--- src/hw/rtl/opr_pkg.sv ---
// Shared types, constants and character helpers for the OBD reply decoder.
package opr_pkg;

  localparam int LINE_MAX_LEN_DEF = 255;

  localparam int CFG_IDX_W  = 2;
  localparam int CFG_DATA_W = 16;

  localparam logic [CFG_IDX_W-1:0] REG_EXPECTED_PID = 2'd0;
  localparam logic [CFG_IDX_W-1:0] REG_EOL_CHAR     = 2'd1;

  localparam logic [7:0] EOL_RESET   = 8'd13;
  localparam logic [7:0] CHAR_PROMPT = 8'h3E;
  localparam logic [7:0] CHAR_NUL    = 8'h00;

  localparam logic [2:0] ST_OK          = 3'd0;
  localparam logic [2:0] ST_TOO_FEW     = 3'd1;
  localparam logic [2:0] ST_MISMATCH    = 3'd2;
  localparam logic [2:0] ST_UNSUPPORTED = 3'd3;
  localparam logic [2:0] ST_LINK_EMPTY  = 3'd4;

  localparam logic [2:0] MAX_PAIRS = 3'd6;
  localparam logic [7:0] ECHO_BIAS = 8'd64;

  // quotient estimates: (100*a*257)>>16 for /255, (w*655)>>16 for /100
  localparam logic [22:0] RECIP_255 = 23'd25700;
  localparam logic [25:0] RECIP_100 = 26'd655;

  localparam logic [15:0] PID_0104 = 16'h0104;
  localparam logic [15:0] PID_0105 = 16'h0105;
  localparam logic [15:0] PID_010B = 16'h010B;
  localparam logic [15:0] PID_010C = 16'h010C;
  localparam logic [15:0] PID_010D = 16'h010D;
  localparam logic [15:0] PID_010F = 16'h010F;
  localparam logic [15:0] PID_0110 = 16'h0110;
  localparam logic [15:0] PID_0111 = 16'h0111;
  localparam logic [15:0] PID_011F = 16'h011F;
  localparam logic [15:0] PID_0123 = 16'h0123;
  localparam logic [15:0] PID_0133 = 16'h0133;
  localparam logic [15:0] PID_0134 = 16'h0134;
  localparam logic [15:0] PID_0145 = 16'h0145;
  localparam logic [15:0] PID_0146 = 16'h0146;
  localparam logic [15:0] PID_0149 = 16'h0149;
  localparam logic [15:0] PID_014A = 16'h014A;
  localparam logic [15:0] PID_014C = 16'h014C;

  typedef struct packed {
    logic       link_empty;
    logic [2:0] pairs;
    logic [7:0] len;
    logic [7:0] echo0;
    logic [7:0] echo1;
    logic [7:0] data_a;
    logic [7:0] data_b;
  } line_rec_t;

  function automatic logic is_hex(input logic [7:0] c);
    is_hex = (c >= 8'h30 && c <= 8'h39) || (c >= 8'h61 && c <= 8'h66) ||
             (c >= 8'h41 && c <= 8'h46);
  endfunction

  function automatic logic [3:0] hex_val(input logic [7:0] c);
    logic [7:0] v;
    v = 8'd0;
    if (c >= 8'h30 && c <= 8'h39) v = c - 8'h30;
    else if (c >= 8'h61 && c <= 8'h66) v = c - 8'h57;
    else if (c >= 8'h41 && c <= 8'h46) v = c - 8'h37;
    hex_val = v[3:0];
  endfunction

  function automatic logic is_blank(input logic [7:0] c);
    is_blank = (c == 8'd32) || (c >= 8'd9 && c <= 8'd13);
  endfunction

endpackage

--- src/hw/rtl/obd_pid_response_decoder.sv ---
// Top level of the OBD-II mode 01 reply decoder: config registers, front, queue, back.
//
//  channel  direction  handshake             payload
//  in_      request    in_valid / in_stall   in_rx_byte, in_link_error
//  out_     result     out_valid / out_stall out_status, out_decoded_value,
//                                            out_field_count, out_line_length
//  cfg_     write      cfg_valid / cfg_ready cfg_index, cfg_wdata
//
// One request per cycle unless stalled; front end updates line state in the accept cycle.
// A closing request (end of line or link error) passes queue, stage 1 and result register.
// A two-entry line queue lets the front keep taking requests while the back stalls.
// in_stall rises only when that queue is full; cfg_ready is always high.
// Synchronous active-low reset clears line state, queue and pipeline; eol_char resets to 13.
module obd_pid_response_decoder #(
  parameter int LINE_MAX_LEN = opr_pkg::LINE_MAX_LEN_DEF
) (
  input  logic                           clk,
  input  logic                           rst_n,
  input  logic                           in_valid,
  output logic                           in_stall,
  input  logic [7:0]                     in_rx_byte,
  input  logic                           in_link_error,
  output logic                           out_valid,
  input  logic                           out_stall,
  output logic [2:0]                     out_status,
  output logic signed [20:0]             out_decoded_value,
  output logic [2:0]                     out_field_count,
  output logic [7:0]                     out_line_length,
  input  logic                           cfg_valid,
  output logic                           cfg_ready,
  input  logic [opr_pkg::CFG_IDX_W-1:0]  cfg_index,
  input  logic [opr_pkg::CFG_DATA_W-1:0] cfg_wdata
);

  logic [15:0] expected_pid_r, expected_pid_nxt;
  logic [7:0]  eol_char_r, eol_char_nxt;

  logic               accept;
  logic               push;
  opr_pkg::line_rec_t push_rec;
  logic               q_full, q_vld, q_pop;
  opr_pkg::line_rec_t q_head;

  assign cfg_ready = 1'b1;
  assign accept    = in_valid && !in_stall;
  assign in_stall  = q_full;

  always_comb begin
    expected_pid_nxt = expected_pid_r;
    eol_char_nxt     = eol_char_r;
    if (cfg_valid && cfg_ready) begin
      case (cfg_index)
        opr_pkg::REG_EXPECTED_PID: expected_pid_nxt = cfg_wdata;
        opr_pkg::REG_EOL_CHAR:     eol_char_nxt = cfg_wdata[7:0];
        default: ;
      endcase
    end
  end

  always_ff @(posedge clk) begin
    if (!rst_n) begin
      expected_pid_r <= 16'd0;
      eol_char_r     <= opr_pkg::EOL_RESET;
    end else begin
      expected_pid_r <= expected_pid_nxt;
      eol_char_r     <= eol_char_nxt;
    end
  end

  opr_front #(
    .LINE_MAX_LEN(LINE_MAX_LEN)
  ) u_front (
    .clk        (clk),
    .rst_n      (rst_n),
    .accept     (accept),
    .rx_byte    (in_rx_byte),
    .link_error (in_link_error),
    .eol_char   (eol_char_r),
    .push       (push),
    .rec        (push_rec)
  );

  opr_queue u_queue (
    .clk       (clk),
    .rst_n     (rst_n),
    .push      (push),
    .push_rec  (push_rec),
    .pop       (q_pop),
    .full      (q_full),
    .not_empty (q_vld),
    .head      (q_head)
  );

  opr_back u_back (
    .clk               (clk),
    .rst_n             (rst_n),
    .q_vld             (q_vld),
    .q_head            (q_head),
    .q_pop             (q_pop),
    .expected_pid      (expected_pid_r),
    .out_valid         (out_valid),
    .out_stall         (out_stall),
    .out_status        (out_status),
    .out_decoded_value (out_decoded_value),
    .out_field_count   (out_field_count),
    .out_line_length   (out_line_length)
  );

  a_value_only_ok: assert property (@(posedge clk) disable iff (!rst_n)
    out_valid && out_status != opr_pkg::ST_OK |-> out_decoded_value == 21'sd0)
    else $error("decoded value set on a failed reply");

  a_link_empty_clear: assert property (@(posedge clk) disable iff (!rst_n)
    out_valid && out_status == opr_pkg::ST_LINK_EMPTY |->
      out_field_count == 3'd0 && out_line_length == 8'd0)
    else $error("empty link error carries line data");

  a_too_few: assert property (@(posedge clk) disable iff (!rst_n)
    out_valid && out_field_count < 3'd2 && out_status != opr_pkg::ST_LINK_EMPTY |->
      out_status == opr_pkg::ST_TOO_FEW)
    else $error("short reply not reported as too few fields");

  a_no_overrun: assert property (@(posedge clk) disable iff (!rst_n)
    push |-> !q_full)
    else $error("line closed into a full queue");

endmodule

--- src/hw/rtl/opr_front.sv ---
// Front end: filters received bytes, parses hex pairs and closes reply lines.
module opr_front #(
  parameter int LINE_MAX_LEN = opr_pkg::LINE_MAX_LEN_DEF
) (
  input  logic              clk,
  input  logic              rst_n,
  input  logic              accept,
  input  logic [7:0]        rx_byte,
  input  logic              link_error,
  input  logic [7:0]        eol_char,
  output logic              push,
  output opr_pkg::line_rec_t rec
);

  localparam int CNT_W = $clog2(LINE_MAX_LEN + 1);
  localparam int EXT_W = (CNT_W > 8) ? CNT_W : 8;

  logic             in_line_r, in_line_nxt;
  logic [CNT_W-1:0] line_cnt_r, line_cnt_nxt;
  logic [3:0]       acc_r, acc_nxt;
  logic             digit_r, digit_nxt;
  logic [2:0]       pairs_r, pairs_nxt;
  logic             stopped_r, stopped_nxt;
  logic [7:0]       echo0_r, echo0_nxt, echo1_r, echo1_nxt;
  logic [7:0]       data_a_r, data_a_nxt, data_b_r, data_b_nxt;

  logic [EXT_W-1:0] cnt_ext;
  logic             c_hex;
  logic [3:0]       c_val;
  logic [2:0]       slot;
  logic [7:0]       slot_byte;
  logic             slot_wr;
  logic             close_line;
  logic             keep_char;

  assign cnt_ext = EXT_W'(line_cnt_r);
  assign c_hex   = opr_pkg::is_hex(rx_byte);
  assign c_val   = opr_pkg::hex_val(rx_byte);

  always_comb begin
    close_line = 1'b0;
    keep_char  = 1'b0;
    if (accept) begin
      if (link_error) begin
        close_line = 1'b1;
      end else if (rx_byte != opr_pkg::CHAR_NUL) begin
        if (!in_line_r) begin
          keep_char = (rx_byte != eol_char) && (rx_byte != opr_pkg::CHAR_PROMPT);
        end else if (rx_byte == eol_char) begin
          close_line = 1'b1;
        end else begin
          keep_char = 1'b1;
        end
      end
    end
  end

  always_comb begin
    rec.link_empty = !in_line_r;
    rec.pairs      = pairs_r;
    rec.len        = (cnt_ext > EXT_W'(255)) ? 8'hFF : cnt_ext[7:0];
    rec.echo0      = echo0_r;
    rec.echo1      = echo1_r;
    rec.data_a     = data_a_r;
    rec.data_b     = data_b_r;
  end

  assign push = close_line;

  always_comb begin
    in_line_nxt  = in_line_r;
    line_cnt_nxt = line_cnt_r;
    acc_nxt      = acc_r;
    digit_nxt    = digit_r;
    pairs_nxt    = pairs_r;
    stopped_nxt  = stopped_r;
    echo0_nxt    = echo0_r;
    echo1_nxt    = echo1_r;
    data_a_nxt   = data_a_r;
    data_b_nxt   = data_b_r;
    slot         = 3'd0;
    slot_byte    = 8'd0;
    slot_wr      = 1'b0;
    if (close_line) begin
      in_line_nxt  = 1'b0;
      line_cnt_nxt = '0;
      acc_nxt      = 4'd0;
      digit_nxt    = 1'b0;
      pairs_nxt    = 3'd0;
      stopped_nxt  = 1'b0;
      echo0_nxt    = 8'd0;
      echo1_nxt    = 8'd0;
      data_a_nxt   = 8'd0;
      data_b_nxt   = 8'd0;
    end else if (keep_char && line_cnt_r < CNT_W'(LINE_MAX_LEN)) begin
      line_cnt_nxt = line_cnt_r + 1'b1;
      in_line_nxt  = 1'b1;
      if (!stopped_r) begin
        if (c_hex) begin
          if (digit_r) begin
            slot      = pairs_r - 3'd1;
            slot_byte = {acc_r, c_val};
            slot_wr   = 1'b1;
            digit_nxt = 1'b0;
          end else if (pairs_r < opr_pkg::MAX_PAIRS) begin
            slot      = pairs_r;
            slot_byte = {4'd0, c_val};
            slot_wr   = 1'b1;
            acc_nxt   = c_val;
            pairs_nxt = pairs_r + 3'd1;
            digit_nxt = 1'b1;
          end else begin
            stopped_nxt = 1'b1;
          end
        end else if (opr_pkg::is_blank(rx_byte)) begin
          digit_nxt = 1'b0;
        end else begin
          digit_nxt   = 1'b0;
          stopped_nxt = 1'b1;
        end
      end
      if (slot_wr) begin
        case (slot)
          3'd0: echo0_nxt = slot_byte;
          3'd1: echo1_nxt = slot_byte;
          3'd2: data_a_nxt = slot_byte;
          3'd3: data_b_nxt = slot_byte;
          default: ;
        endcase
      end
    end
  end

  always_ff @(posedge clk) begin
    if (!rst_n) begin
      in_line_r  <= 1'b0;
      line_cnt_r <= '0;
      acc_r      <= 4'd0;
      digit_r    <= 1'b0;
      pairs_r    <= 3'd0;
      stopped_r  <= 1'b0;
      echo0_r    <= 8'd0;
      echo1_r    <= 8'd0;
      data_a_r   <= 8'd0;
      data_b_r   <= 8'd0;
    end else begin
      in_line_r  <= in_line_nxt;
      line_cnt_r <= line_cnt_nxt;
      acc_r      <= acc_nxt;
      digit_r    <= digit_nxt;
      pairs_r    <= pairs_nxt;
      stopped_r  <= stopped_nxt;
      echo0_r    <= echo0_nxt;
      echo1_r    <= echo1_nxt;
      data_a_r   <= data_a_nxt;
      data_b_r   <= data_b_nxt;
    end
  end

endmodule

--- src/hw/rtl/opr_queue.sv ---
// Two-entry queue of closed reply lines between front and back end.
module opr_queue (
  input  logic               clk,
  input  logic               rst_n,
  input  logic               push,
  input  opr_pkg::line_rec_t push_rec,
  input  logic               pop,
  output logic               full,
  output logic               not_empty,
  output opr_pkg::line_rec_t head
);

  opr_pkg::line_rec_t mem_r [2];
  logic       wr_ptr_r, wr_ptr_nxt;
  logic       rd_ptr_r, rd_ptr_nxt;
  logic [1:0] cnt_r, cnt_nxt;

  assign full      = (cnt_r == 2'd2);
  assign not_empty = (cnt_r != 2'd0);
  assign head      = mem_r[rd_ptr_r];

  always_comb begin
    wr_ptr_nxt = push ? !wr_ptr_r : wr_ptr_r;
    rd_ptr_nxt = pop ? !rd_ptr_r : rd_ptr_r;
    cnt_nxt    = cnt_r + {1'b0, push} - {1'b0, pop};
  end

  always_ff @(posedge clk) begin
    if (push) begin
      mem_r[wr_ptr_r] <= push_rec;
    end
  end

  always_ff @(posedge clk) begin
    if (!rst_n) begin
      wr_ptr_r <= 1'b0;
      rd_ptr_r <= 1'b0;
      cnt_r    <= 2'd0;
    end else begin
      wr_ptr_r <= wr_ptr_nxt;
      rd_ptr_r <= rd_ptr_nxt;
      cnt_r    <= cnt_nxt;
    end
  end

endmodule

--- src/hw/rtl/opr_back.sv ---
// Back end: echo check, PID formula in two stages and the result register.
module opr_back (
  input  logic               clk,
  input  logic               rst_n,
  input  logic               q_vld,
  input  opr_pkg::line_rec_t q_head,
  output logic               q_pop,
  input  logic [15:0]        expected_pid,
  output logic               out_valid,
  input  logic               out_stall,
  output logic [2:0]         out_status,
  output logic signed [20:0] out_decoded_value,
  output logic [2:0]         out_field_count,
  output logic [7:0]         out_line_length
);

  typedef struct packed {
    logic       link_empty;
    logic [2:0] pairs;
    logic [7:0] len;
    logic       echo_ok;
    logic [7:0] data_a;
    logic [7:0] data_b;
    logic [6:0] q255;
    logic [9:0] q100;
  } mid_t;

  logic s1_vld_r, s1_vld_nxt;
  mid_t s1_r, s1_nxt;
  logic out_vld_r, out_vld_nxt;
  logic [2:0]         status_r, status_nxt;
  logic signed [20:0] value_r, value_nxt;
  logic [2:0]         pairs_r;
  logic [7:0]         len_r;

  logic out_free, s1_free, s1_move;
  logic [7:0]  echo_hi;
  logic [22:0] p255;
  logic [25:0] p100;
  logic [15:0] w_in;

  logic [15:0] w;
  logic [14:0] x, t255;
  logic [16:0] t100, r100;
  logic [6:0]  div255;
  logic [9:0]  div100;
  logic        known;
  logic signed [20:0] formula;

  assign out_free = !out_vld_r || !out_stall;
  assign s1_move  = s1_vld_r && out_free;
  assign s1_free  = !s1_vld_r || out_free;
  assign q_pop    = q_vld && s1_free;

  // stage 1: echo compare and reciprocal products
  always_comb begin
    echo_hi = q_head.echo0 - opr_pkg::ECHO_BIAS;
    w_in    = {q_head.data_a, q_head.data_b};
    p255    = 23'(q_head.data_a) * opr_pkg::RECIP_255;
    p100    = 26'(w_in) * opr_pkg::RECIP_100;
    s1_nxt.link_empty = q_head.link_empty;
    s1_nxt.pairs      = q_head.pairs;
    s1_nxt.len        = q_head.len;
    s1_nxt.echo_ok    = (q_head.echo0 >= opr_pkg::ECHO_BIAS) &&
                        ({echo_hi, q_head.echo1} == expected_pid);
    s1_nxt.data_a     = q_head.data_a;
    s1_nxt.data_b     = q_head.data_b;
    s1_nxt.q255       = p255[22:16];
    s1_nxt.q100       = p100[25:16];
    s1_vld_nxt        = q_pop ? 1'b1 : (s1_move ? 1'b0 : s1_vld_r);
  end

  // stage 2: quotient correction, formula select, status
  always_comb begin
    w      = {s1_r.data_a, s1_r.data_b};
    x      = 15'(s1_r.data_a) * 15'd100;
    t255   = 15'(s1_r.q255) * 15'd255;
    div255 = s1_r.q255 + {6'd0, ((x - t255) >= 15'd255)};
    t100   = 17'(s1_r.q100) * 17'd100;
    r100   = 17'(w) - t100;
    div100 = s1_r.q100 + {9'd0, (r100 >= 17'd100)};
    known   = 1'b1;
    formula = 21'sd0;
    case (expected_pid)
      opr_pkg::PID_0104, opr_pkg::PID_0111, opr_pkg::PID_0145, opr_pkg::PID_0149,
      opr_pkg::PID_014A, opr_pkg::PID_014C: formula = 21'(div255);
      opr_pkg::PID_0105, opr_pkg::PID_010F, opr_pkg::PID_0146:
        formula = $signed(21'(s1_r.data_a)) - 21'sd40;
      opr_pkg::PID_010B, opr_pkg::PID_010D, opr_pkg::PID_0133:
        formula = 21'(s1_r.data_a);
      opr_pkg::PID_010C: formula = 21'(w[15:2]);
      opr_pkg::PID_0110: formula = 21'(div100);
      opr_pkg::PID_011F: formula = 21'(w);
      opr_pkg::PID_0123: formula = 21'(20'(w) * 20'd10);
      opr_pkg::PID_0134: formula = 21'(w[15]);
      default: known = 1'b0;
    endcase
    value_nxt = 21'sd0;
    if (s1_r.link_empty) begin
      status_nxt = opr_pkg::ST_LINK_EMPTY;
    end else if (s1_r.pairs < 3'd2) begin
      status_nxt = opr_pkg::ST_TOO_FEW;
    end else if (!s1_r.echo_ok) begin
      status_nxt = opr_pkg::ST_MISMATCH;
    end else if (known) begin
      status_nxt = opr_pkg::ST_OK;
      value_nxt  = formula;
    end else begin
      status_nxt = opr_pkg::ST_UNSUPPORTED;
    end
    out_vld_nxt = s1_move ? 1'b1 : (out_free ? 1'b0 : out_vld_r);
  end

  always_ff @(posedge clk) begin
    if (q_pop) begin
      s1_r <= s1_nxt;
    end
    if (s1_move) begin
      status_r <= status_nxt;
      value_r  <= value_nxt;
      pairs_r  <= s1_r.pairs;
      len_r    <= s1_r.len;
    end
  end

  always_ff @(posedge clk) begin
    if (!rst_n) begin
      s1_vld_r  <= 1'b0;
      out_vld_r <= 1'b0;
    end else begin
      s1_vld_r  <= s1_vld_nxt;
      out_vld_r <= out_vld_nxt;
    end
  end

  assign out_valid         = out_vld_r;
  assign out_status        = status_r;
  assign out_decoded_value = value_r;
  assign out_field_count   = pairs_r;
  assign out_line_length   = len_r;

endmodule

--- config.mk ---
export PLATFORM = sky130hd
export DESIGN_NAME = obd_pid_response_decoder
export DESIGN_NICKNAME = d
export VERILOG_FILES = /design/src/hw/rtl/opr_pkg.sv /design/src/hw/rtl/obd_pid_response_decoder.sv /design/src/hw/rtl/opr_front.sv /design/src/hw/rtl/opr_queue.sv /design/src/hw/rtl/opr_back.sv
export SDC_FILE = /design/constraint.sdc
export NUM_CORES = 1
export LEC_CHECK = 0
export BUFFER_PORTS_ARGS = -buffer_cell sky130_fd_sc_hd__buf_2
export CORE_ASPECT_RATIO = 0.75
export CORE_UTILIZATION = 64
export DETAILED_ROUTE_END_ITERATION = 8
export GPL_TIMING_DRIVEN = 0
export PLACE_DENSITY = 0.92
export SKIP_CTS_REPAIR_TIMING = 1
export SYNTH_ARGS = -nofsm -noshare
export SYNTH_HDL_FRONTEND = slang
export SYNTH_SLANG_ARGS = --single-unit
export TNS_END_PERCENT = 5
--- constraint.sdc ---
create_clock -name clk -period 8.14 [get_ports clk]
set_input_delay 2.442 -clock clk [delete_from_list [all_inputs] [get_ports clk]]
set_output_delay 2.442 -clock clk [all_outputs]
set_load 0.005 [all_outputs]
Yosys cells after proc, flatten, opt, wreduce, memory -nomap -nowiden --
Memory sizes are Yosys's and may differ from the RTL's. A register that Yosys moved wholly into a read port is not among the register bits. Index checks and enable logic that the tools add are counted.
Operators by class: magnitude comparators 15, div/mod/pow operators 0, bitwise gates (word level) 5, reduce and logical (&&, ||, !) cells 43, $mul 6, equality and inequality tests 27, add/sub/neg operators 14, shift operators 0, mux-type cells 50
Operator list (number):
- 16-bit by 9-bit equality test with 1-bit output (second input constant) | 17
- 21-bit case mux with 8 select lines | 1
- 1-bit two-way mux | 32
- 8-bit two-way mux | 4
- 16-bit by 10-bit multiplier with 26-bit output (second input constant) | 1
- 8-bit by 7-bit greater-or-equal comparator with 1-bit output (second input constant) | 3
- 3-bit two-way mux | 8
- 8-bit by 13-bit multiplier with 21-bit output (second input constant) | 1
- 16-bit by 3-bit multiplier with 19-bit output (second input constant) | 1
- 17-bit by 7-bit greater-or-equal comparator with 1-bit output (second input constant) | 1
- 17-bit OR reduction | 1
- 16-bit by 17-bit subtractor with 17-bit output | 1
- 16-bit equality test | 1
- 8-bit by 7-bit less-or-equal comparator with 1-bit output (second input constant) | 2
- 4-bit two-way mux | 4
- 15-bit by 8-bit greater-or-equal comparator with 1-bit output (second input constant) | 1
- 10-bit by 5-bit multiplier with 15-bit output (second input constant) | 1
- 7-bit by 8-bit multiplier with 15-bit output (second input constant) | 1
- 15-bit subtractor | 1
- 8-bit by 5-bit multiplier with 13-bit output (second input constant) | 1
- 3-bit AND reduction | 4
- 10-bit by 1-bit adder with 10-bit output | 1
- 1-bit logical AND | 10
- 8-bit by 6-bit subtractor with 9-bit output (second input constant) | 1
- 39 further kinds | 61
Storage, ports and cells: memories kept 1, memory bits (read-only) 0, memory bits (writable) 88, register bits 161, latch bits 0
Memory list:
- u_queue.mem_r | words 2, bits a word 44, rd ports 1, clocked after memory_dff 1, wr ports 1, line opr_queue.sv:13 | opr_pkg::line_rec_t mem_r [2];

Depth between registers and ports, before layout --
Gate-level depths: netlist (run 1).
depth in word-level cells 11, gate-level depth with buffers 29

By module --
Synthesis (run 1) repeated with hierarchy kept, for this count alone.
Second synthesis, totals: cells, all modules 1764, area total of the unflattened synthesis 19436.1 um^2
Modules (own cells, without submodules):
- opr_back | seq. area each 2472.4 um^2, cells an instance 1206, area an instance 12199.2 um^2, times used 1
- opr_queue | seq. area each 2742.6 um^2, cells an instance 158, area an instance 3607.2 um^2, times used 1
- opr_front | seq. area each 1001.0 um^2, cells an instance 297, area an instance 2651.3 um^2, times used 1
- obd_pid_response_decoder | seq. area each 480.5 um^2, cells an instance 103, area an instance 978.4 um^2, times used 1

Least setup slack after synthesis (run 1) --
Ideal clock, no wire load.
kind reg-to-reg, start point register (tool-made name), end point register u_back.s1_r[7] in the netlist's numbering (data pin), required time 7.873 ns, setup slack 1.762 ns, stages on the path, launching flop included 23, arrival time 6.111 ns, clock period less this slack 6.378 ns, cells stage by stage dfxtp_1 -> buf_2 -> buf_2 -> clkbuf_1 -> buf_2 -> mux2i_1 -> inv_1 -> fa_1 -> ha_1 -> ha_1 -> inv_1 -> fa_1 -> fa_1 -> inv_1 -> ha_1 -> a21o_1 -> a2111oi_2 -> o211ai_1 -> a2111oi_2 -> nor2_1 -> a21o_1 -> a211oi_1 -> nor2_1
RTL lines:
- end signal, assigned | line opr_back.sv:116 | s1_r <= s1_nxt;
- end, declared | line opr_back.sv:29 | mid_t s1_r, s1_nxt;

==> reports/qor.yml, run 1 <==
synth_edf_count: 169
place_ws_ns: 0.410
num-nets-final: 2277
final_common_cell: "ha_1"
die_w_um: 201
final_cells: 2262
min_period_ns: 7.51
antenna_cells: 0
yosysSeqAreaShare_pct: 35.1
min_path_type: "register to register"
yosys.cell_types.count: 82
antenna_left: 0
grt_pass1_wl_um: 74200
cp_num_buf_inv: 6
async_flop_share_pct: 0
cts_root_buf: "clkbuf_16"
drt-total-wl_um: 46500
die_h_um: 151
fmax_mhz: 133
cp_slowest_cell: "mux2i_1"
ios: 70
yosysTopAreaCell: "edfxtp_1"
yosysTopAreaCellShare_pct: 26.6
path_depth: 21
synth_ff_type: "edfxtp_1"
reg2reg_slack_ns: 0.63
clockBufferDepth: 3
drive_above_1_share_pct: 9.68
cts_sinks: 250
drt_iter0_drc: 1136
portBuffers: 66
place_hpwl_um: 34500
rsz0062_at_grt: "no"
setup_violations: 0
n_fill_cell: 1856
cts_max_level: 1
initial_core_util_pct: 65.3
setup_ws_ns: 0.626
grt_overflow: 0
relSlewSlack_pct: 40.9
cpLargestDelayFamily: "adder cells"
required_ns: 8.43
path_max_fanout: 19
drtPass1Iterations: 6
core_um2: 29200
antenna_found_initial: 0
worstSkewPairLatency_ns: 0.56
critPathArrivalTime_ns: 7.80
fp.dieArea_um2: 30500
max_cap_violations: 0
syn_to_final_growth_pct: 9.40
syn_area_um2: 19100
max_stage_delay_ns: 0.60
cts_tree: "built"
routedWlPerCell_um: 20.5
worst_pin_slew_ns: 0.879
yosys_register_bits: 250
slew_viol_final: 0
end_kind: "register"
start_kind: "register"
clkTransAtPathRegs_ns: 0.06
drc: 0
worstSetupPathType: "register to register"
synth_warnings: 0
grt_pass1_vias: 14400
mostFrequentLayoutCells: "296 x ha_1, 211 x inv_1, 169 x edfxtp_1"
synth_cells: 1755
syn_area_per_cell_um2: 10.9
track_usage_pct: 31.1
fin_setup_tns_ns: 0
cts_buffers: 25
grt_start_max_net_pins: 36
rows: 54
path_cells: "buf_2, buf_2, buf_2, mux2i_1, inv_1, fa_1, ha_1, ha_1, inv_1, fa_1, fa_1, inv_1, ha_1, a21o_1, a2111oi_2, o211ai_1, a2111oi_2, nor2_1, a21o_1, a211oi_1, nor2_1"
period_share_pct: 92.3
hold_violations: 0
routed-via-count: 14000
timing.rr.end: "u_back.s1_r[7]"
finalWeightedCongestion: 0.948
dp.cells: 2217
status: "finished, final reports clean"
skew_ns: 0.0142
yosys-top-cells-area: "edfxtp_1 27%, ha_1 19%, fa_1 10%"
endpoint: "u_back.s1_r[7]"
synth_nets: 2181
reg2regPathDepth: 21
routed_via_density: 6.21
==> synth_stat cells, drive strengths merged (21+ instances only) <==
library cell / count
a21boi: 22
a21oi: 65
buf: 22
clkbuf: 21
dfxtp: 81
edfxtp: 169
fa: 98
ha: 296
inv: 211
mux2: 23
mux2i: 64
nand2: 92
nand3: 40
nand4: 21
nor2: 98
nor2b: 30
nor3: 22
o21ai: 59
xnor2: 81
xor2: 30
==> final cells by class <==
type	instances	area (um^2)	area share, %
clock inverters	14	205	0.984
well taps	392	490	2.35
flip-flops and latches	250	6700	32.1
inverters	211	792	3.80
plain buffers	42	204	0.978
multi-input cells	1251	11400	54.6
repair buffers	70	410	1.97
clock buffers	32	662	3.18
==> metal layers <==
layer	vias to the layer above	GRT usage [%]	share of wire, %
li1	6397	-	-
met1	6865	39.2	42
met2	630	53.2	47
met3	148	5.72	7.4
met4	0	13.0	3.9
met5	-	0	0
==> cells by family (layout without fill, tap and decap cells) <==
logic type / after synthesis / in the layout / share of synthesized area (%)
and+or+nand+nor: 382 / 382 / 10.2
muxes: 87 / 87 / 4.72
AOI/OAI and AO/OA: 276 / 276 / 9.84
buffers and inverters: 254 / 369 / 5.25
DFF: 250 / 250 / 35.1
other: 1 / 1 / 0.0197
adders and majority gates: 394 / 394 / 29.7
xor gates and xnor gates: 111 / 111 / 5.10
==> per-stage QoR <==
stage / cell area (um^2) / util [%] / hold slack, ns
floorplan: 19100 / - / 0.400
global placement: 19900 / 68.1 / 0.408
detailed placement: 20000 / 68.5 / 0.407
CTS: 20800 / 71.4 / 0.437
global route: 20800 / 71.4 / 0.439
finish: 20800 / 71.4 / 0.442
==> registers in the layout, indices dropped and copies added, names as in the netlist, 2 cells and up, named ones only <==
name / flops
expected_pid_r: 16
u_front.acc_r: 4
u_back.out_line_length: 8
u_front.data_b_r: 8
u_back.out_status: 3
u_queue.mem_r: 88
u_queue.cnt_r: 2
u_back.s1_r: 46
u_front.echo1_r: 8
u_front.data_a_r: 8
u_back.out_decoded_value: 21
eol_char_r: 8
u_front.echo0_r: 8
u_back.out_field_count: 3
u_front.pairs_r: 3
u_front.cnt_ext: 8
==> how the worst min path moves through the flow <==
| stage | startpoint | end | slack [ns] | cells past startpoint |
|---|---|---|---|---|
| 3_3_place_gp | u_back.s1_r[39] | u_back.out_line_length[5] | 0.41 | 0 |
| 4_1_cts | u_back.s1_r[37] | u_back.out_line_length[3] | 0.44 | 0 |
| 6_report | u_back.s1_r[36] | u_back.out_line_length[2] | 0.44 | 0 |
| 3_5_place_dp | u_back.s1_r[37] | u_back.out_line_length[3] | 0.41 | 0 |
| 2_1_floorplan | u_back.s1_r[42] | u_back.out_field_count[0] | 0.40 | 0 |
| 5_1_grt | u_back.s1_r[40] | u_back.out_line_length[6] | 0.44 | 0 |
Power of run 1 is left out: the tool's default activity adds up to more than one toggle a clock period on the data nets, which glitch-free logic cannot reach.
==> run 2, diff against run 1 <==
- MAX_ROUTING_LAYER: unset -> met4
==> reports/qor.yml, run 2 (synthesized netlist as in run 1, its figures left out) <==
worstHoldStart: "u_back.s1_r[37]"
grt_pass1_wl_um: 73300
final_cells: 2263
path_max_fanout: 10
reg2regPathDepth: 22
cts_root_buf: "clkbuf_16"
mostFrequentLayoutCells: "296 x ha_1, 211 x inv_1, 169 x edfxtp_1"
critPathArrivalTime_ns: 7.99
status: "finished, final reports clean"
fp.dieArea_um2: 30500
die_w_um: 201
cts_max_level: 1
ios: 70
portBuffers: 66
holdPathEnd: "u_back.out_line_length[3]"
track_usage_pct: 31.6
required_ns: 8.44
hold_depth: 0
drtPass1Iterations: 6
grt_start_max_net_pins: 36
routed_via_density: 6.18
worstSkewPairLatency_ns: 0.55
cts_sinks: 250
cts_buffers: 25
routed-via-count: 14000
core_um2: 29200
finalWeightedCongestion: 0.949
grt_use_met1_pct: 39.0
grtUsageMet2_pct: 53.0
grt_overflow: 0
busiest_layer: "met2"
dp.cells: 2217
place_hpwl_um: 34700
clkTransAtPathRegs_ns: 0.06
min_path_type: "register to register"
setup_violations: 0
worstSetupPathType: "register to register"
cts_tree: "built"
antenna_left: 0
drive_above_1_share_pct: 9.89
fin_hold_ws_ns: 0.427
fmax_mhz: 130
fin_setup_tns_ns: 0
regMostFlops: "u_queue.mem_r"
antenna_found_initial: 0
worst_pin_slew_ns: 0.858
hold_violations: 0
final_common_cell: "ha_1"
initial_core_util_pct: 65.3
reg2reg_slack_ns: 0.45
skew_ns: 0.0136
die_h_um: 151
grtUsageMet3_pct: 4.39
largest_reg_flops: 88
start_kind: "register"
drc: 0
period_share_pct: 94.4
drt_iter0_drc: 1081
relSlewSlack_pct: 42.3
antenna_cells: 0
min_period_ns: 7.69
end_kind: "register"
slew_viol_final: 0
rsz0062_at_grt: "no"
num-nets-final: 2278
clockBufferDepth: 3
rows: 54
drt-total-wl_um: 45900
routedWlPerCell_um: 20.3
grt_pass1_vias: 14200
timing.rr.end: "u_back.s1_r[9]"
syn_to_final_growth_pct: 9.42
max_cap_violations: 0
## run 2: changes by cell type in the layout (fill, tap and decap cells not counted), sizes merged
cell	before	now
clkinv	3	6
bufinv	4	2
clkbuf	52	53
clkinvlp	2	1
## run 2: critical path: stages, from the launching register on
cell and delay (ns):
dfxtp_1 0.31, buf_2 0.33, buf_2 0.38, clkbuf_1 0.63, buf_2 0.46, mux2i_1 0.46
inv_1 0.38, fa_1 0.57, ha_1 0.32, inv_1 0.07, fa_1 0.43, fa_1 0.55
inv_1 0.05, fa_1 0.45, ha_1 0.29, o21a_1 0.10, o21ai_0 0.13, a221oi_1 0.44
a2111oi_2 0.14, o31ai_1 0.51, o21a_1 0.23, nor2_1 0.08, xnor2_1 0.12
## run 2: final cells by class
type / count / area (um^2)
multi-input cells: 1251 / 11400
clock inverters: 14 / 163
well taps: 392 / 490
plain buffers: 43 / 208
inverters: 211 / 792
repair buffers: 70 / 410
fillers: 1888 / 8340
clock buffers: 32 / 703
flip-flops and latches: 250 / 6700
## run 2: metal layers
layer | vias to the layer above | wire length (um)
li1 | 6389 | -
met1 | 6797 | 18700
met2 | 639 | 22000
met3 | 162 | 3300
met4 | 0 | 1830
met5 | - | 0
## run 2: worst max-delay path by stage
| stage | from | endpoint | depth (start not counted) |
|---|---|---|---|
| after floorplan | register | u_back.s1_r[7] | 22 |
| after CTS | register | u_back.s1_r[9] | 22 |
| after global placement | out_stall | u_back.out_decoded_value[12] | 2 |
| final | register | u_back.s1_r[9] | 22 |
| after detailed placement | register | u_back.s1_r[7] | 22 |
| after global routing | register | u_back.s1_r[7] | 22 |
## run 2: stage by stage
step                setup slack, ns  cell area, um^2  utilization, %
finish                        0.455            20800            71.4
detailed placement            0.640            20000            68.5
floorplan                      1.76            19100               -
global placement              0.738            19900            68.1
global route                 0.0760            20800            71.4
CTS                           0.487            20800            71.4
Power of run 2 is left out for the same reason.
==> run 3, diff against run 2 <==
- CORE_UTILIZATION: 64 -> 69
- PLACE_DENSITY: 0.92 -> 0.95
- RECOVER_POWER: unset -> 25
- clock period: 8.14 -> 8.86 ns (I/O delays scaled with it)
==> reports/qor.yml, run 3 (synthesized netlist as in run 1, its figures left out) <==
track_usage_pct: 34.5
drtPass1Iterations: 8
start_kind: "register"
syn_to_final_growth_pct: 9.27
seq_area_um2: 6700
grt_pass1_vias: 14900
fin_area_um2: 20800
die_w_um: 194
initial_core_util_pct: 70.4
cp_slowest_cell: "clkbuf_1"
relSlewSlack_pct: 36.6
ios: 70
required_ns: 9.15
critPathArrivalTime_ns: 8.31
die_h_um: 146
cpLargestDelayFamily: "adder cells"
drt_iter0_drc: 1500
drive_above_1_share_pct: 9.78
skew_ns: 0.0152
finalWeightedCongestion: 0.971
reg2reg_slack_ns: 0.84
cts_max_level: 1
cts_tree: "built"
num-nets-final: 2278
hold_depth: 0
routedWlPerCell_um: 21.0
worstSetupPathType: "register to register"
period_share_pct: 90.6
n_fill_cell: 1541
cp_num_buf_inv: 7
fp.dieArea_um2: 28300
placed_area_um2: 19900
mostFrequentLayoutCells: "296 x ha_1, 211 x inv_1, 169 x edfxtp_1"
core_um2: 27100
timing.rr.end: "u_back.s1_r[7]"
cts_buffers: 25
clockBufferDepth: 3
min_period_ns: 8.02
end_kind: "register"
clkTransAtPathRegs_ns: 0.07
grt_overflow: 0
worstHoldStart: "u_back.s1_r[39]"
slew_viol_final: 0
rows: 52
largest_reg_flops: 88
antenna_cells: 0
status: "finished, final reports clean"
antenna_left: 0
portBuffers: 66
cts_root_buf: "clkbuf_16"
holdPathEnd: "u_back.out_line_length[5]"
fmax_mhz: 125
place_hpwl_um: 33800
rsz0062_at_grt: "no"
multi_input_area_um2: 11400
worst_pin_slew_ns: 0.943
drt-total-wl_um: 46600
regMostFlops: "u_queue.mem_r"
routed-via-count: 14300
reg2regPathDepth: 22
min_path_type: "register to register"
cts_sinks: 250
setup_violations: 0
max_stage_delay_ns: 0.64
grt_pass1_wl_um: 75500
hold_violations: 0
routed_via_density: 6.43
antenna_found_initial: 0
max_cap_violations: 0
fin_setup_tns_ns: 0
drc: 0
grt_start_max_net_pins: 38
path_max_fanout: 10
path_cells: "buf_2, clkbuf_1, clkbuf_1, buf_2, mux2i_1, inv_1, fa_1, ha_1, ha_1, inv_1, fa_1, fa_1, inv_1, ha_1, a21o_1, a2111oi_2, o211ai_1, a2111oi_2, nor2_1, a21o_1, a211oi_1, nor2_1"
final_common_cell: "ha_1"
worstSkewPairLatency_ns: 0.56
run 3: changes by cell type in the layout (fill, tap and decap cells not counted), moves of 3 or more:
cell       previous run  this run
mux2_2               23        18
mux2_1                0         5
clkinv_4              3         0
inv_6                 2         5
clkbuf_16            26        29
run 3: metal layers:
layer,routed length (um),track usage [%]
met5,0,-
met4,2060,14.5
met3,3440,4.52
met2,23200,58.8
met1,17800,41.5
run 3: stage by stage:
stage / utilization (%) / setup slack, ns / hold slack, ns / cells
after detailed placement: 73.6 / 1.25 / 0.406 / 2176
after floorplan: - / 2.48 / 0.400 / 1755
after CTS: 76.9 / 1.16 / 0.430 / 2222
final: 76.9 / 0.836 / 0.427 / 2222
after global routing: 76.9 / 0.332 / 0.439 / 2222
after global placement: 73.2 / 1.35 / 0.409 / 2172
run 3: area by class of cell:
| class | count | share of cell area, % |
|---|---|---|
| plain buffers | 43 | 0.992 |
| well taps | 351 | 2.11 |
| clock inverters | 14 | 0.595 |
| repair buffers | 70 | 1.97 |
| clock buffers | 32 | 3.68 |
| multi-input cells | 1251 | 54.7 |
| inverters | 211 | 3.80 |
| flip-flops and latches | 250 | 32.2 |
run 3: worst max-delay path by stage:
stage,cells after the start,endpoint,from
floorplan,22,u_back.s1_r[7],register
global placement,2,u_back.out_decoded_value[8],out_stall
global route,22,u_back.s1_r[7],register
CTS,22,u_back.s1_r[7],register
finish,22,u_back.s1_r[7],register
detailed placement,22,u_back.s1_r[7],register
run 3: worst register-to-register path, delay by kind of cell (launching register included):
family / cells / cell delay (ns)
multiplexers: 1 / 0.57
AO/OA/AOI/OAI: 6 / 1.73
adder cells (fa/ha/maj): 6 / 2.51
buffers and inverters: 7 / 2.40
AND/OR/NAND/NOR: 2 / 0.21
flip-flops: 1 / 0.32
Power of run 3 is left out for the same reason.
